===== src/tled_pkg.sv =====
package tled_pkg;

  localparam logic [7:0] CH_BS  = 8'h08;
  localparam logic [7:0] CH_DEL = 8'h7F;
  localparam logic [7:0] CH_CR  = 8'h0D;
  localparam logic [7:0] CH_LF  = 8'h0A;
  localparam logic [7:0] CH_SP  = 8'h20;

  localparam logic [1:0] CMD_RX     = 2'd0;
  localparam logic [1:0] CMD_TXDONE = 2'd1;
  localparam logic [1:0] CMD_WRITE  = 2'd2;
  localparam logic [1:0] CMD_READ   = 2'd3;

  localparam logic [1:0] KIND_INPUT    = 2'd0;
  localparam logic [1:0] KIND_ECHO     = 2'd1;
  localparam logic [1:0] KIND_OUTPUT   = 2'd2;
  localparam logic [1:0] KIND_PRIORITY = 2'd3;

  typedef enum logic [2:0] {
    OP_NONE,
    OP_RX,
    OP_ERASE,
    OP_TXDONE,
    OP_WRITE,
    OP_READ
  } op_e;

  typedef enum logic [2:0] {
    S_IDLE,
    S_EXEC,
    S_READ2,
    S_DATA,
    S_PUSH,
    S_EMIT
  } state_e;

  typedef struct packed {
    op_e        op;
    logic [1:0] port;
    logic [7:0] ch;
  } item_t;

  typedef struct packed {
    logic        tx_valid;
    logic [7:0]  tx_char;
    logic        read_valid;
    logic [7:0]  read_char;
    logic        end_of_line;
    logic [10:0] lines_ready;
    logic        write_refused;
    logic        all_sent;
  } result_t;

endpackage


===== src/tled_fifo.sv =====
module tled_fifo #(
  parameter int WIDTH = 8,
  parameter int DEPTH = 2
) (
  input  logic             clk_i,
  input  logic             rst_ni,
  input  logic             wr_i,
  output logic             full_o,
  input  logic [WIDTH-1:0] wdata_i,
  input  logic             rd_i,
  output logic             empty_o,
  output logic [WIDTH-1:0] rdata_o
);

  // DEPTH is a power of two so the pointers wrap on their own.
  localparam int PW = (DEPTH > 1) ? $clog2(DEPTH) : 1;
  localparam int CW = $clog2(DEPTH + 1);

  logic [WIDTH-1:0] mem_q [DEPTH];
  logic [PW-1:0]    wptr_q, wptr_d, rptr_q, rptr_d;
  logic [CW-1:0]    cnt_q, cnt_d;
  logic             do_wr, do_rd;

  assign full_o  = (cnt_q == CW'(DEPTH));
  assign empty_o = (cnt_q == '0);
  assign do_wr   = wr_i && !full_o;
  assign do_rd   = rd_i && !empty_o;
  assign rdata_o = mem_q[rptr_q];

  always_comb begin
    wptr_d = do_wr ? PW'(wptr_q + 1'b1) : wptr_q;
    rptr_d = do_rd ? PW'(rptr_q + 1'b1) : rptr_q;
    cnt_d  = cnt_q;
    if (do_wr && !do_rd) begin
      cnt_d = cnt_q + 1'b1;
    end else if (do_rd && !do_wr) begin
      cnt_d = cnt_q - 1'b1;
    end
  end

  always_ff @(posedge clk_i or negedge rst_ni) begin
    if (!rst_ni) begin
      wptr_q <= '0;
      rptr_q <= '0;
      cnt_q  <= '0;
    end else begin
      wptr_q <= wptr_d;
      rptr_q <= rptr_d;
      cnt_q  <= cnt_d;
    end
  end

  always_ff @(posedge clk_i) begin
    if (do_wr) begin
      mem_q[wptr_q] <= wdata_i;
    end
  end

endmodule


===== src/tled_front.sv =====
module tled_front #(
  parameter int TERMINAL_COUNT = 4
) (
  input  logic            clk_i,
  input  logic            rst_ni,
  input  logic            push,
  output logic            full,
  input  logic [1:0]      cmd_i,
  input  logic [1:0]      port_i,
  input  logic [7:0]      char_in_i,
  input  logic            item_pop_i,
  output logic            item_valid_o,
  output tled_pkg::item_t item_o
);
  import tled_pkg::*;

  item_t cls;
  logic  empty_w;

  // Classify the beat before it is queued, so the back end sees one opcode.
  always_comb begin
    cls.port = port_i;
    cls.ch   = char_in_i;
    cls.op   = OP_NONE;
    if (32'(port_i) < TERMINAL_COUNT) begin
      unique case (cmd_i)
        CMD_RX: begin
          if (char_in_i == CH_BS || char_in_i == CH_DEL) begin
            cls.op = OP_ERASE;
          end else begin
            cls.op = OP_RX;
            if (char_in_i == CH_CR) begin
              cls.ch = CH_LF;
            end
          end
        end
        CMD_TXDONE: cls.op = OP_TXDONE;
        CMD_WRITE:  cls.op = OP_WRITE;
        CMD_READ:   cls.op = OP_READ;
        default:    cls.op = OP_NONE;
      endcase
    end
  end

  tled_fifo #(
    .WIDTH($bits(item_t)),
    .DEPTH(2)
  ) u_queue (
    .clk_i  (clk_i),
    .rst_ni (rst_ni),
    .wr_i   (push),
    .full_o (full),
    .wdata_i(cls),
    .rd_i   (item_pop_i),
    .empty_o(empty_w),
    .rdata_o(item_o)
  );

  assign item_valid_o = !empty_w;

endmodule


===== config.mk =====
export PLATFORM = sky130hd
export DESIGN_NAME = tled_front
export DESIGN_NICKNAME = d
export VERILOG_FILES = /design/src/tled_pkg.sv /design/src/tled_fifo.sv /design/src/tled_front.sv
export SDC_FILE = /design/constraint.sdc
export NUM_CORES = 1
export LEC_CHECK = 0
export CAP_MARGIN = 10
export CORE_MARGIN = 5
export CORE_UTILIZATION = 45
export DETAILED_ROUTE_END_ITERATION = 10
export DONT_BUFFER_PORTS = 1
export PLACE_DENSITY = 0.66
export SYNTH_ARGS = -nofsm -noshare
export SYNTH_HDL_FRONTEND = slang
export SYNTH_SLANG_ARGS = --single-unit

===== constraint.sdc =====
create_clock -name clk_i -period 1.7 [get_ports clk_i]
set_input_delay 0.17 -clock clk_i [delete_from_list [all_inputs] [get_ports clk_i]]
set_output_delay 0.17 -clock clk_i [all_outputs]
set_load 0.05 [all_outputs]

# Word level (Yosys, flattened, before mapping)
# Memory sizes are Yosys's and may differ from the RTL's.
# Index checks and enable logic that the tools add are counted.
# W data, S select, Z words.
[word_totals] reg_bits=4 ramBits=26 in_bits=16 out_inout_bits=15 word_cells=36 mem_count=1
[memory_table] memory="u_queue.mem_q" words=2 width=13 read_ports=1 rd_clocked_by_memory_dff=0 write_ports=1 line="tled_fifo.sv:19" rtl="logic [WIDTH-1:0] mem_q [DEPTH];"
[classes] addsub=4 n_eq_ne=7 mux=9 reduce_logical=12
[op_table] cell="$mux W8" count=3
[op_table] cell="$eq A8 B4 Y1 const B" count=2
[op_table] cell="$pmux W3 S4" count=1
[op_table] cell="$eq A8 B7 Y1 const B" count=1
[op_table] cell="$eq A2 B2 Y1 const B" count=3
[op_table] cell="$mux W2" count=3
[op_table] cell="$logic_and A1 B1 Y1" count=4
[op_table] cell="$logic_not A1 Y1" count=4
[op_table] cell="$logic_not A2 Y1" count=2
[op_table] cell="$add A1 B1 Y1 const B" count=2
[op_table] cell="$add A2 B1 Y2 const B" count=1
[op_table] cell="$eq A2 B1 Y1 const B" count=1
[op_table] cell="$mux W1" count=2
[op_table] cell="$reduce_bool A2 Y1" count=1
[op_table] cell="$sub A2 B1 Y2 const B" count=1
[op_table] cell="$logic_or A1 B1 Y1" count=1

# Longest topological paths before layout
[logic_depth] ltp_word=7 ltp_mapped=7 mapped_depth_nobuf=7

# Cells and area by module
# A second synthesis with hierarchy kept.
[hier_totals] hier_cells=77 area_unflattened_um2=1283.7
[modules_own_cells] mod="tled_fifo" instances=1 cells_each=59 area_per_inst_um2=1168.6 seq_area_each_um2=880.8
[modules_own_cells] mod="tled_front" instances=1 cells_each=18 area_per_inst_um2=115.1 seq_area_each_um2=0.0

# Worst setup path after synthesis
# No wires, ideal clock.
[synth_path] path_kind="reg2reg" from="register u_queue.cnt_q[0]" to="register u_queue.cnt_q[1]" setup_ns=0.125 arrival_time_ns=1.454 required_ns=1.575 setup_slack_ns=0.121 stages_incl_launch_ff=7 n_path_buf=0 synth_period_minus_slack_ns=1.579 path_cell_list="dfrtp_1 or2_2 nand2_1 ha_1 xor2_1 nor2_1 xor2_1"
[synth_via] elab_chain_len=6 word_cells_on_any_way=15 classes_between="2 x add/sub; 1 x eq/ne; 2 x mux; 10 x reduce/logical"
[synth_rtl] element="start, declared" line="tled_fifo.sv:21" rtl="logic [CW-1:0] cnt_q, cnt_d;"
[synth_rtl] element="start signal, assigned" line="tled_fifo.sv:49" rtl="cnt_q <= cnt_d;"
[synth_rtl] element="$logic_not A2 Y1 *" line="tled_fifo.sv:25" rtl="assign empty_o = (cnt_q == '0);"
[synth_rtl] element="$logic_not A1 Y1 *"
[synth_rtl] element="net item_valid_o" line="tled_front.sv:12" rtl="output logic item_valid_o,"
[synth_rtl] element="$logic_and A1 B1 Y1 *" line="tled_fifo.sv:27" rtl="assign do_rd = rd_i && !empty_o;"
[synth_rtl] element="$logic_not A1 Y1" line="tled_fifo.sv:34" rtl="if (do_wr && !do_rd) begin"
[synth_rtl] element="$logic_and A1 B1 Y1" line="tled_fifo.sv:34"
[synth_rtl] element="$mux W2 or $reduce_bool A2 Y1 (tied branches)"
# The timed path passes the listed nets; every way through them passes the cells marked *. The select of a mux whose other input is x is not followed.
# A chain may end at the register's enable or synchronous reset.

==> impl_metrics.tcl <==
set metrics [dict create \
    numCtsBuffers 5 \
    num_io_pins 31 \
    fillerInstances 257 \
    max_freq_mhz 654 \
    intPower_mw 1.55 \
    rsz0062_at_grt "no" \
    async_reset_ff_share_pct 13.3 \
    hold_violations 0 \
    area_growth_pct 14.8 \
    ys_seq_area_share_pct 70.7 \
    insertion_delay_ns 0.31 \
    comb_power_share_pct 44.5 \
    finalWirelength_um 2220 \
    register_area_sq_um 881 \
    p_per_area_nw_per_um2 1900 \
    finClkSkew_ns 0.00636 \
    maxSlewViolCount 0 \
    ctsResizeCount 0 \
    drc 0 \
    portBuffers 0 \
    switching_share_pct 43.0 \
    cts_sinks 30 \
    dieHeight_um 62.6 \
    period_share_pct 89.9 \
    fin_util_pct 52.8 \
    yosysTopAreaCell "edfxtp_1" \
    ys_top_cells_by_count "26 x edfxtp_1, 13 x mux2_2, 5 x clkbuf_1" \
    fin_crit_ns 1.53 \
    tns_ns 0 \
    avgViaCountPerCell 5.34 \
    holdCritPathClass "in -> reg" \
    end_kind "output port" \
    grt_pass1_vias 687 \
    cts_tree "yes" \
    multiInputGateArea_sq_um 324 \
    ys_types 25 \
    switching_power_mw 1.17 \
    fp-row-count 19 \
    yosysWarnings 0 \
    p_leak_nw 0.515 \
    slew_headroom_pct 72.2 \
    place.gp.congestion 0.676 \
    pwr-share-seq_pct 40.0 \
    clockBufferDepth 2 \
    worstSetupPathType "reg -> out" \
    clkTransAtPathRegs_ns 0.08 \
    synth_seq_cells 30 \
    dr.pass1.iters 4 \
    antenna_cells 0 \
    post-dp-hpwl_um 1530 \
    dr.first_iter.drc_count 29 \
    crit_path_start_kind "flip-flop" \
    cp_max_fo 14 \
    antenna_found_initial 0 \
    avgSynthCellArea_sq_um 16.4 \
    core_sq_um 2710 \
    cp.required_ns 1.53 \
    cts_setup_buffers 0 \
    synth_area_leaders "edfxtp_1 63%, mux2_2 12%, dfrtp_1 8.0%" \
    ir_drop_mv 1.36 \
    synth-main-ff-cell "edfxtp_1" \
    ant_nets 0 \
    syn_nets 93 \
    dieArea_sq_um 3920 \
    via_count 646 \
    initial_core_util_pct 46.0 \
    grt_pass1_wl_um 3510 \
    synth_edf_count 26 \
    maxCapViolations 0 \
    cts_root_buf "clkbuf_4" \
    drive_above_1_share_pct 27.8 \
    finalSetupViolCount 0 \
    final_nets 106 \
    worstPathArrival_ns 1.36 \
    yosysTopAreaCellShare_pct 62.7 \
    syn-cell-area_sq_um 1250 \
    p_clk_share_pct 15.5 \
    worst_slew_pin_slew_ns 0.416 \
    routedWlPerCell_um 18.3 \
    die_w_um 62.6 \
    grt_max_degree 15 \
    syn-instance-count 76 \
    status "finished, final reports clean" \
    track_usage_pct 11.7 \
    synth_most_common_cell "edfxtp_1" \
    htree_levels 2 \
    grt_overflow 0 \
]
layout by cell type, fill, tap and decap left out, drive strengths merged, types with 2 or more instances in the layout:
cell type	netlist	routed
dfrtp	4	4
mux2	13	13
edfxtp	26	26
xnor2	3	3
buf	1	4
xor2	2	2
inv	2	2
and2	2	2
nand2	2	2
nor2	2	2
dlygate4sd3	1	9
clkbuf	5	8
state kept, by name (all words and copies together) (netlist names):
name and cells:
u_queue.mem_q 26, u_queue.wptr_q 1, u_queue.rptr_q 1, u_queue.cnt_q 2
through the flow:
stage	cell area (sq um)	worst slack, ns	power [mW]	instances	hold WS, ns
2_1_floorplan	1250	0.121	2.13	76	-0.126
5_1_grt	1430	0.0901	2.85	121	0.0122
3_5_place_dp	1280	0.213	2.30	104	-0.125
3_3_place_gp	1280	0.234	2.28	104	-0.125
4_1_cts	1430	0.142	2.75	121	0.0195
6_report	1430	0.172	2.71	121	0.0323
layer usage:
layer | wire length (um) | track usage, %
met1 | 863 | 13.9
met2 | 1140 | 18.1
met3 | 204 | 5.22
met4 | 13 | 5.57
met5 | 0 | 0
path summary, 6_finish.rpt:
kind | startpoint | to | slack [ns] | cells past startpoint
worst min-delay path | item_pop_i | u_queue.rptr_q$_DFFE_PN0P_ | 0.03 | 2
min in group asynchronous | rst_ni | u_queue.cnt_q[0]$_DFFE_PN0P_ | 0.13 | 1
worst min register to register | u_queue.wptr_q$_DFFE_PN0P_ | u_queue.wptr_q$_DFFE_PN0P_ | 0.49 | 1
worst max register to register | u_queue.cnt_q[0]$_DFFE_PN0P_ | u_queue.cnt_q[1]$_DFFE_PN0P_ | 0.22 | 6
worst max-delay path | u_queue.rptr_q$_DFFE_PN0P_ | item_o[1] | 0.17 | 2
max in group asynchronous | rst_ni | u_queue.wptr_q$_DFFE_PN0P_ | 1.40 | 1
critical path, stage by stage (launching register included):
cell     delay, ns
dfrtp_1       0.33
buf_4         0.22
mux2_2        0.49
power groups by stage:
stage               clock (mW)  sequential [mW]  combinational [mW]
floorplan                    0             1.10                1.04
global placement             0             1.09                1.19
detailed placement           0             1.10                1.20
CTS                      0.441             1.09                1.23
global route             0.480             1.10                1.26
finish                   0.422             1.08                1.21
timing repair:
action	CTS	global route
endpoints found under the hold margin	20	0
setup endpoints to repair	0	0
hold buffers	9	0
layout make-up:
type	count	share of cell area (%)
clock buffer	8	4.11
inverter	2	0.525
multi-input combinational	37	22.7
sequential	30	61.6
tap	31	2.71
timing repair buffer	13	8.40
kinds of logic after synthesis:
group | Yosys count | synth area share, %
adders and majority gates | 1 | 1.00
AOI/OAI and AO/OA | 3 | 2.21
buffers and inverters | 9 | 3.31
DFF | 30 | 70.7
xor gates and xnor gates | 5 | 3.51
and+or+nand+nor | 15 | 7.53
muxes | 13 | 11.7
No activity file was read; power rests on OpenSTA's default activity.
