==> config.mk <==
export PLATFORM = sky130hd
export DESIGN_NAME = tled_fifo
export DESIGN_NICKNAME = d
export VERILOG_FILES = /design/src/tled_fifo.sv
export SDC_FILE = /design/constraint.sdc
export NUM_CORES = 1
export LEC_CHECK = 0
export BUFFER_PORTS_ARGS = -buffer_cell sky130_fd_sc_hd__buf_2
export CAP_MARGIN = 20
export CORE_AREA = 3 3 43 45
export CTS_BUF_LIST = sky130_fd_sc_hd__clkbuf_2 sky130_fd_sc_hd__clkbuf_4 sky130_fd_sc_hd__clkbuf_8
export DETAILED_ROUTE_END_ITERATION = 8
export DIE_AREA = 0 0 46 48
export PLACE_DENSITY_LB_ADDON = 0.25
export SKIP_LAST_GASP = 1
export SLEW_MARGIN = 20
export SYNTH_ARGS = -nofsm -noshare
export SYNTH_HDL_FRONTEND = slang
export SYNTH_SLANG_ARGS = --single-unit
==> constraint.sdc <==
create_clock -name clk_i -period 1.5 [get_ports clk_i]
set_input_delay 0.225 -clock clk_i [delete_from_list [all_inputs] [get_ports clk_i]]
set_output_delay 0.225 -clock clk_i [all_outputs]
set_load 0.02 [all_outputs]
==> src/tled_fifo.sv <==
module tled_fifo #(
  parameter int WIDTH = 8,
  parameter int DEPTH = 2
) (
  input  logic             clk_i,
  input  logic             rst_ni,
  input  logic             wr_i,
  output logic             full_o,
  input  logic [WIDTH-1:0] wdata_i,
  input  logic             rd_i,
  output logic             empty_o,
  output logic [WIDTH-1:0] rdata_o
);

  // DEPTH is a power of two so the pointers wrap on their own.
  localparam int PW = (DEPTH > 1) ? $clog2(DEPTH) : 1;
  localparam int CW = $clog2(DEPTH + 1);

  logic [WIDTH-1:0] mem_q [DEPTH];
  logic [PW-1:0]    wptr_q, wptr_d, rptr_q, rptr_d;
  logic [CW-1:0]    cnt_q, cnt_d;
  logic             do_wr, do_rd;

  assign full_o  = (cnt_q == CW'(DEPTH));
  assign empty_o = (cnt_q == '0);
  assign do_wr   = wr_i && !full_o;
  assign do_rd   = rd_i && !empty_o;
  assign rdata_o = mem_q[rptr_q];

  always_comb begin
    wptr_d = do_wr ? PW'(wptr_q + 1'b1) : wptr_q;
    rptr_d = do_rd ? PW'(rptr_q + 1'b1) : rptr_q;
    cnt_d  = cnt_q;
    if (do_wr && !do_rd) begin
      cnt_d = cnt_q + 1'b1;
    end else if (do_rd && !do_wr) begin
      cnt_d = cnt_q - 1'b1;
    end
  end

  always_ff @(posedge clk_i or negedge rst_ni) begin
    if (!rst_ni) begin
      wptr_q <= '0;
      rptr_q <= '0;
      cnt_q  <= '0;
    end else begin
      wptr_q <= wptr_d;
      rptr_q <= rptr_d;
      cnt_q  <= cnt_d;
    end
  end

  always_ff @(posedge clk_i) begin
    if (do_wr) begin
      mem_q[wptr_q] <= wdata_i;
    end
  end

endmodule

==> Word-level counts from Yosys, hierarchy flattened <==
Memory sizes are Yosys's and may differ from the RTL's.
Cells that the tools add are included.
{ "classes": {"n_addsub": 4, "eq_ne": 1, "muxes": 4, "n_reduce_logical": 10} }
{ "ops": {"columns": ["operator", "count"], "rows": [
  ["logical AND 1 bit", 4],
  ["zero test 1 bit", 4],
  ["two-way mux 2 bit", 2],
  ["adder 1 bit (second input constant)", 2],
  ["adder 2 x 1 -> 2 bit (second input constant)", 1],
  ["== test 2 bit (second input constant)", 1],
  ["zero test 2 bit", 1],
  ["two-way mux 1 bit", 2],
  ["nonzero test 2 bit", 1],
  ["subtractor 2 x 1 -> 2 bit (second input constant)", 1]
]} }
{ "word_totals": {"reg_bits": 4, "mem_bits_rw": 16, "inputBits": 12, "output_inout_bits": 10, "n_memories": 1} }
{ "memory_table": {"columns": ["name", "words", "word_bits", "read_ports", "rd_ports_with_merged_regs", "write_ports", "line_no", "rtl"], "rows": [
  ["mem_q", 2, 8, 1, 0, 1, "19", "logic [WIDTH-1:0] mem_q [DEPTH];"]
]} }

==> Depth between registers and ports, before layout <==
Gate-level depths: netlist of the first run.
{ "depth": {"word_depth": 7, "depth_mapped": 7, "depth_no_buf": 7} }

==> Least setup slack after synthesis of the first run <==
Ideal clock, no wire load.
{ "synth_timing": {"path_type": "reg2reg", "startpoint": "register cnt_q[0]", "endpoint": "memory mem_q[0][0] (enable)", "setup_time_ns": 0.370, "arrival_time_ns": 1.022, "required_time_ns": 1.130, "slack_ns": 0.108, "stages_incl_launch_ff": 4, "path_buffers": 0, "synth_period_minus_slack_ns": 1.392, "path_cell_list": "dfrtp_1 -> nand2b_1 -> nand2_2 -> nor2_1"} }
{ "synth_between": {"elab_chain_len": 5} }
{ "synth_rtl": {"columns": ["item", "line_no", "rtl"], "rows": [
  ["start, declared", "21", "logic [CW-1:0] cnt_q, cnt_d;"],
  ["start signal, assigned", "49", "cnt_q <= cnt_d;"],
  ["== test 2 bit", "24", "assign full_o = (cnt_q == CW'(DEPTH));"],
  ["zero test 1 bit", "26", "assign do_wr = wr_i && !full_o;"],
  ["logical AND 1 bit", "26", null],
  ["two-way mux 1 bit", "54", "if (do_wr) begin"],
  ["two-way mux 1 bit (not written as such)", "55", "mem_q[wptr_q] <= wdata_i;"],
  ["end, declared", "19", null]
]} }
Every way passes these cells.

==> Final worst setup path of the first run <==
{ "layout_timing": {"startpoint": "register rptr_q", "endpoint": "output port rdata_o[5]"} }
{ "layout_between": {"elab_chain_len": 1} }
{ "layout_rtl": {"columns": ["item", "line_no", "rtl"], "rows": [
  ["start, declared", "20", "logic [PW-1:0] wptr_q, wptr_d, rptr_q, rptr_d;"],
  ["start signal, assigned", "48", "rptr_q <= rptr_d;"],
  ["memory read (2 x 8 bit)", null, null],
  ["end, declared", "12", "output logic [WIDTH-1:0] rdata_o"]
]} }
Every way passes these cells.

==> flow_summary.yaml, run 1 <==
sta:
  drv_slew: 0
  min_period_ps: 1533
  max_freq_mhz: 652.2
  setup_viol: 8
  relSlewSlack_pct: 75.16
  finalCritPeriodShare_pct: 102.2
  clock_skew_ps: 2.125
  fin_ws_ps: -33.39
  rsz0062_at_grt: "yes"
  tns_ps: -248.0
  max_slew.worst_pin.slew_ps: 372.6
  hold_viol_final: 0
critical_path:
  path_class: "reg -> out"
  cp.required_ps: 1270
  r2r_slack_ps: 100
  start_kind: "register"
  crit_buf_inv: 2
  path_max_fanout: 4
  reg2reg_to: "cnt_q[1]"
  critPathSlowestCell: "dfrtp_2"
  worstPathArrival_ps: 1310
  rr_worst_depth: 6
  crit_start: "rptr_q"
  critPathMaxStageDelay_ps: 450
  crit_family: "flip-flops"
  path_common_cell: "buf_6"
  worstPathCellList: "buf_6 > mux2_4 > buf_6"
  reg2reg_from: "cnt_q[0]"
  cp-end-kind: "primary output"
placement:
  place_congestion: 0.6623
  dpl.hpwl_um: 840
  dp_cells: 83
  place_area_sq_um: 924.6
  portBuffers: 21
yosys:
  synth-xor-area-share_pct: 6.560
  syn_inst: 44
  synth_fa_ha_area_share_pct: 1.600
  synth.most_common_cell: "edfxtp_1"
  synth.mux.area_fraction_pct: 11.52
  async_reset_ff_share_pct: 20.00
  synth-edff-count: 16
  ys.flop_type: "edfxtp_1"
  synth_compound_area_share_pct: 0.6400
  synth.top_cell.area_share_pct: 61.44
  synth_top_cell_by_area: "edfxtp_1"
  ys_top_cells_by_area: "edfxtp_1, dfrtp_1, mux2_1, mux2_2, xnor2_1"
  yosys_warnings: 0
  synth_area_sq_um: 782.0
  syn_nets: 57
  synth_top_family_by_area: "multiplexers"
  yosys-top-cells-count: "edfxtp_1, mux2_1, dfrtp_1, nor2_1"
  ys_seq_elements: 20
  syn_avg_cell_area_sq_um: 17.77
  synth_simple_gate_area_share_pct: 3.840
  ys_seq_area_share_pct: 74.24
  synth_cell_types: 15
power_and_ir_drop:
  p_comb_share_pct: 50.8
  totalPowerFinal_w: 0.002257
  p_sw_share_pct: 33.10
  leakage_nw: 0.4904
  power_frac_seq_pct: 37.8
  p_per_area_nw_per_um2: 2050
  power_frac_clock_pct: 11.5
  power.switching_w: 0.0007470
  internal_power_w: 0.001510
  ir_drop_uv: 1260
global_route:
  grt_overflow: 0
  grt_usage_pct: 10.67
  grt_pass1_vias: 385
  grt_max_degree: 12
  antenna_found_initial: 0
  grt_pass1_wl_um: 1614
drt:
  via_per_inst: 4.968
  drc: 0
  firstDrtPassIters: 4
  routed_wirelength_um: 1340
  routed-via-count: 472
  drt_first_iter_violations: 5
  ant_nets: 0
  wire_per_inst_um: 14.11
die:
  die-height_um: 48
  design.core.area_sq_um: 1506
  io_pins: 22
  die-area_sq_um: 2208
  start_util_pct: 51.91
  die_x_um: 46
  row_count: 14
hold_path:
  worstHoldPathType: "in -> reg"
  holdPathStages: 1
  min_to: "mem_q[1][0]"
  hp-start: "wdata_i[0]"
final_layout:
  syn_to_final_growth_pct: 40.80
  antenna-diode-count: 0
  fin_nets: 93
  postLayoutCellArea_sq_um: 1101
  fillers: 101
  utilization_pct: 73.09
  drive_above_1_share_pct: 58.23
  layout.cells.non_filler: 95
status:
  violations: "setup timing"
  status: "complete, but fails checks"
flow_run:
  cap_violations: 0
cts:
  clk_latency_ps: 300
  cts_tree: "done"
  clkTransAtPathRegs_ps: 110
  cts_sinks: 20
  cts_root_buf: "clkbuf_4"
  cts_max_path_buffers: 2
  cts_buffers: 3
  htree_levels: 1
[state kept, by name, summed over array words and instances, names as in the netlist]
register / flops
mem_q: 16
wptr_q: 1
cnt_q: 2
rptr_q: 1
[repair_timing]
action | CTS | global route
pin swaps | 0 | 2
endpoints found under the setup margin | 8 | 9
buffers inserted | 1 | 6
cloned | 0 | 0
hold buffers | 1 | 0
resized for setup | 1 | 28
endpoints found under the hold margin | 4 | 0
[per-layer routing]
metal	vias up	share of wire, %	GRT usage [%]
met4	0	3.8	3.409
met3	6	6.4	3.383
li1	229	-	-
met2	18	46	16.76
met5	-	0	0
met1	219	43	14.08
[layout by cell type, fill, tap and decap left out]
master,count
mux2_2,1
clkbuf_4,3
buf_6,10
nor2_2,1
xnor2_2,1
and3_1,1
nand2b_1,1
dfrtp_2,1
edfxtp_1,16
dlygate4sd3_1,1
nor2_1,2
o21ai_1,1
buf_2,13
nand2_2,1
inv_1,2
xor2_1,2
dfrtp_1,3
buf_4,8
ha_1,1
clkinv_1,1
mux2_4,7
xnor2_1,2
[stage by stage]
step / setup WS [ps] / hold slack, ps
2_1_floorplan: 107.9 / -70.59
3_3_place_gp: 129.3 / 35.66
3_5_place_dp: 98.25 / 37.40
4_1_cts: -41.85 / 117.4
5_1_grt: -65.13 / 100.3
6_report: -33.39 / 109.3
[power by group through the flow]
stage	Sequential (W)	Combinational, W	Clock (W)
2_1_floorplan	0.000846	0.000535	0
3_3_place_gp	0.000890	0.000716	0
6_report	0.000853	0.00115	0.000259
5_1_grt	0.000868	0.00123	0.000279
3_5_place_dp	0.000897	0.000721	0
4_1_cts	0.000885	0.000749	0.000250
[how the worst max path moves through the flow]
stage	to	slack (ps)	cells past startpoint
3_5_place_dp	cnt_q[1]	100	6
5_1_grt	rdata_o[3]	-70	3
2_1_floorplan	mem_q[0][0]	110	3
3_3_place_gp	cnt_q[1]	130	6
6_report	rdata_o[5]	-30	3
4_1_cts	rdata_o[0]	-40	2
[final cells by class]
type	count	area [sq um]	area share, %
clock buffers	3	22.52	2.045
clock inverters	1	3.754	0.3409
inverters	2	7.507	0.6818
multi-input cells	21	217.7	19.77
flip-flops and latches	20	581.8	52.84
well taps	16	20.02	1.818
repair buffers	32	247.7	22.50
[cells by family (layout without fill, tap and decap cells)]
kind of cell / Yosys count / count (layout)
flops: 20 / 20
mux: 8 / 8
simple gates: 6 / 6
xor+xnor: 5 / 5
buf+inv: 3 / 38
fa+ha+maj: 1 / 1
compound gates: 1 / 1
Power figures use the tool's default switching activity.
==> inputs of run 2 (changes only) <==
--- a/config.mk
+++ b/config.mk
@@ -17,3 +17,4 @@
 export SYNTH_ARGS = -nofsm -noshare
 export SYNTH_HDL_FRONTEND = slang
 export SYNTH_SLANG_ARGS = --single-unit
+export TNS_END_PERCENT = 20
==> flow_summary.yaml, run 2 (same netlist as run 1, synthesis figures left out) <==
drt:
  via_per_inst: 4.892
  routed-via-count: 455
  firstDrtPassIters: 3
  ant_nets: 0
  wire_per_inst_um: 13.58
  routed_wirelength_um: 1263
  drt_first_iter_violations: 2
  drc: 0
cts:
  cts_root_buf: "clkbuf_4"
  cts_sinks: 20
  cts_buffers: 3
  htree_levels: 1
  cts_max_path_buffers: 2
  clkTransAtPathRegs_ps: 110
  cts_tree: "done"
  clk_latency_ps: 280
die:
  die-area_sq_um: 2208
  design.core.area_sq_um: 1506
  io_pins: 22
  die-height_um: 48
  start_util_pct: 51.91
  row_count: 14
  die_x_um: 46
hold_path:
  holdPathStages: 1
  worstHoldPathType: "in -> reg"
critical_path:
  rr_worst_depth: 6
  worstPathArrival_ps: 1290
  path_max_fanout: 4
  cp-end-kind: "primary output"
  start_kind: "register"
  cp.required_ps: 1270
  path_class: "reg -> out"
global_route:
  grt_overflow: 0
  grt_pass1_wl_um: 1614
  antenna_found_initial: 0
  grt_max_degree: 12
  grt_usage_pct: 10.67
  grt_pass1_vias: 385
power_and_ir_drop:
  p_per_area_nw_per_um2: 2041
  totalPowerFinal_w: 0.002217
  ir_drop_uv: 1133
  leakage_nw: 0.4807
sta:
  max_freq_mhz: 659.7
  clock_skew_ps: 2.440
  relSlewSlack_pct: 74.08
  rsz0062_at_grt: "yes"
  setup_viol: 8
  fin_ws_ps: -15.84
  hold-worst-slack_ps: 119.7
  min_period_ps: 1516
  hold_viol_final: 0
  max_slew.worst_pin.slew_ps: 388.8
  drv_slew: 0
  finalCritPeriodShare_pct: 101.1
flow_run:
  cap_violations: 0
final_layout:
  antenna-diode-count: 0
  layout_common_cells: "edfxtp_1, buf_2, buf_6"
  final_common_cell: "edfxtp_1"
  fin_nets: 91
  syn_to_final_growth_pct: 38.88
  largest_registers: "mem_q x16, cnt_q x2"
  regMostFlops: "mem_q"
  largest_reg_flops: 16
  layout.cells.non_filler: 93
  drive_above_1_share_pct: 57.14
placement:
  place_congestion: 0.6623
  dpl.hpwl_um: 840
  portBuffers: 21
  dp_cells: 83
status:
  status: "complete, but fails checks"
  violations: "setup timing"
## run 2: changes by cell type in the layout (fill, tap and decap cells not counted), sizes merged
cell	previous run	this run
buf	31	29
## run 2: final timing paths
path	from	end	slack (ps)
max	rptr_q	rdata_o[4]	-20
min	wdata_i[7]	mem_q[0][7]	120
max reg2reg	cnt_q[0]	cnt_q[1]	90
min reg2reg	wptr_q	wptr_q	520
max in group asynchronous	rst_ni	rptr_q	1100
min in group asynchronous	rst_ni	wptr_q	260
## run 2: where the power goes
group          total, W  internal, W  switching (W)
logic           0.00112     0.000616       0.000502
registers      0.000854     0.000779      0.0000743
clock network  0.000246    0.0000965       0.000149
## run 2: final cells by class
class / instances / area [sq um]
tap: 16 / 20.02
sequential: 20 / 581.8
fill: 107 / 420.4
timing repair buffer: 30 / 232.7
clock buffer: 3 / 22.52
clock inverter: 1 / 3.754
multi-input combinational: 21 / 217.7
inverter: 2 / 7.507
## run 2: timing repair
action	4_1_cts	5_1_grt
resized for setup	1	28
hold buffers	1	0
cloned	0	0
endpoints found under the hold margin	4	0
setup endpoints to repair	8	9
buffers inserted	1	4
pin swaps	0	0
## run 2: worst max-delay path: stages (launching register included)
cell and delay [ps]:
dfrtp_2 440, buf_6 140, mux2_4 290, buf_6 130
## run 2: per-stage QoR
stage	cell area, sq um	utilization [%]	TNS (ps)	setup slack, ps
5_1_grt	1086	72.09	-463.0	-76.40
3_5_place_dp	924.6	61.38	0	98.25
4_1_cts	969.7	64.37	-201.9	-41.85
6_report	1086	72.09	-104.8	-15.84
3_3_place_gp	924.6	61.38	0	129.3
2_1_floorplan	782.0	-	0	107.9
## run 2: routing by layer
| layer | part of all wire, % | GRT usage [%] |
|---|---|---|
| met5 | 0 | 0 |
| met4 | 0.48 | 3.409 |
| met3 | 5.5 | 3.383 |
| met2 | 48 | 16.76 |
| met1 | 46 | 14.08 |
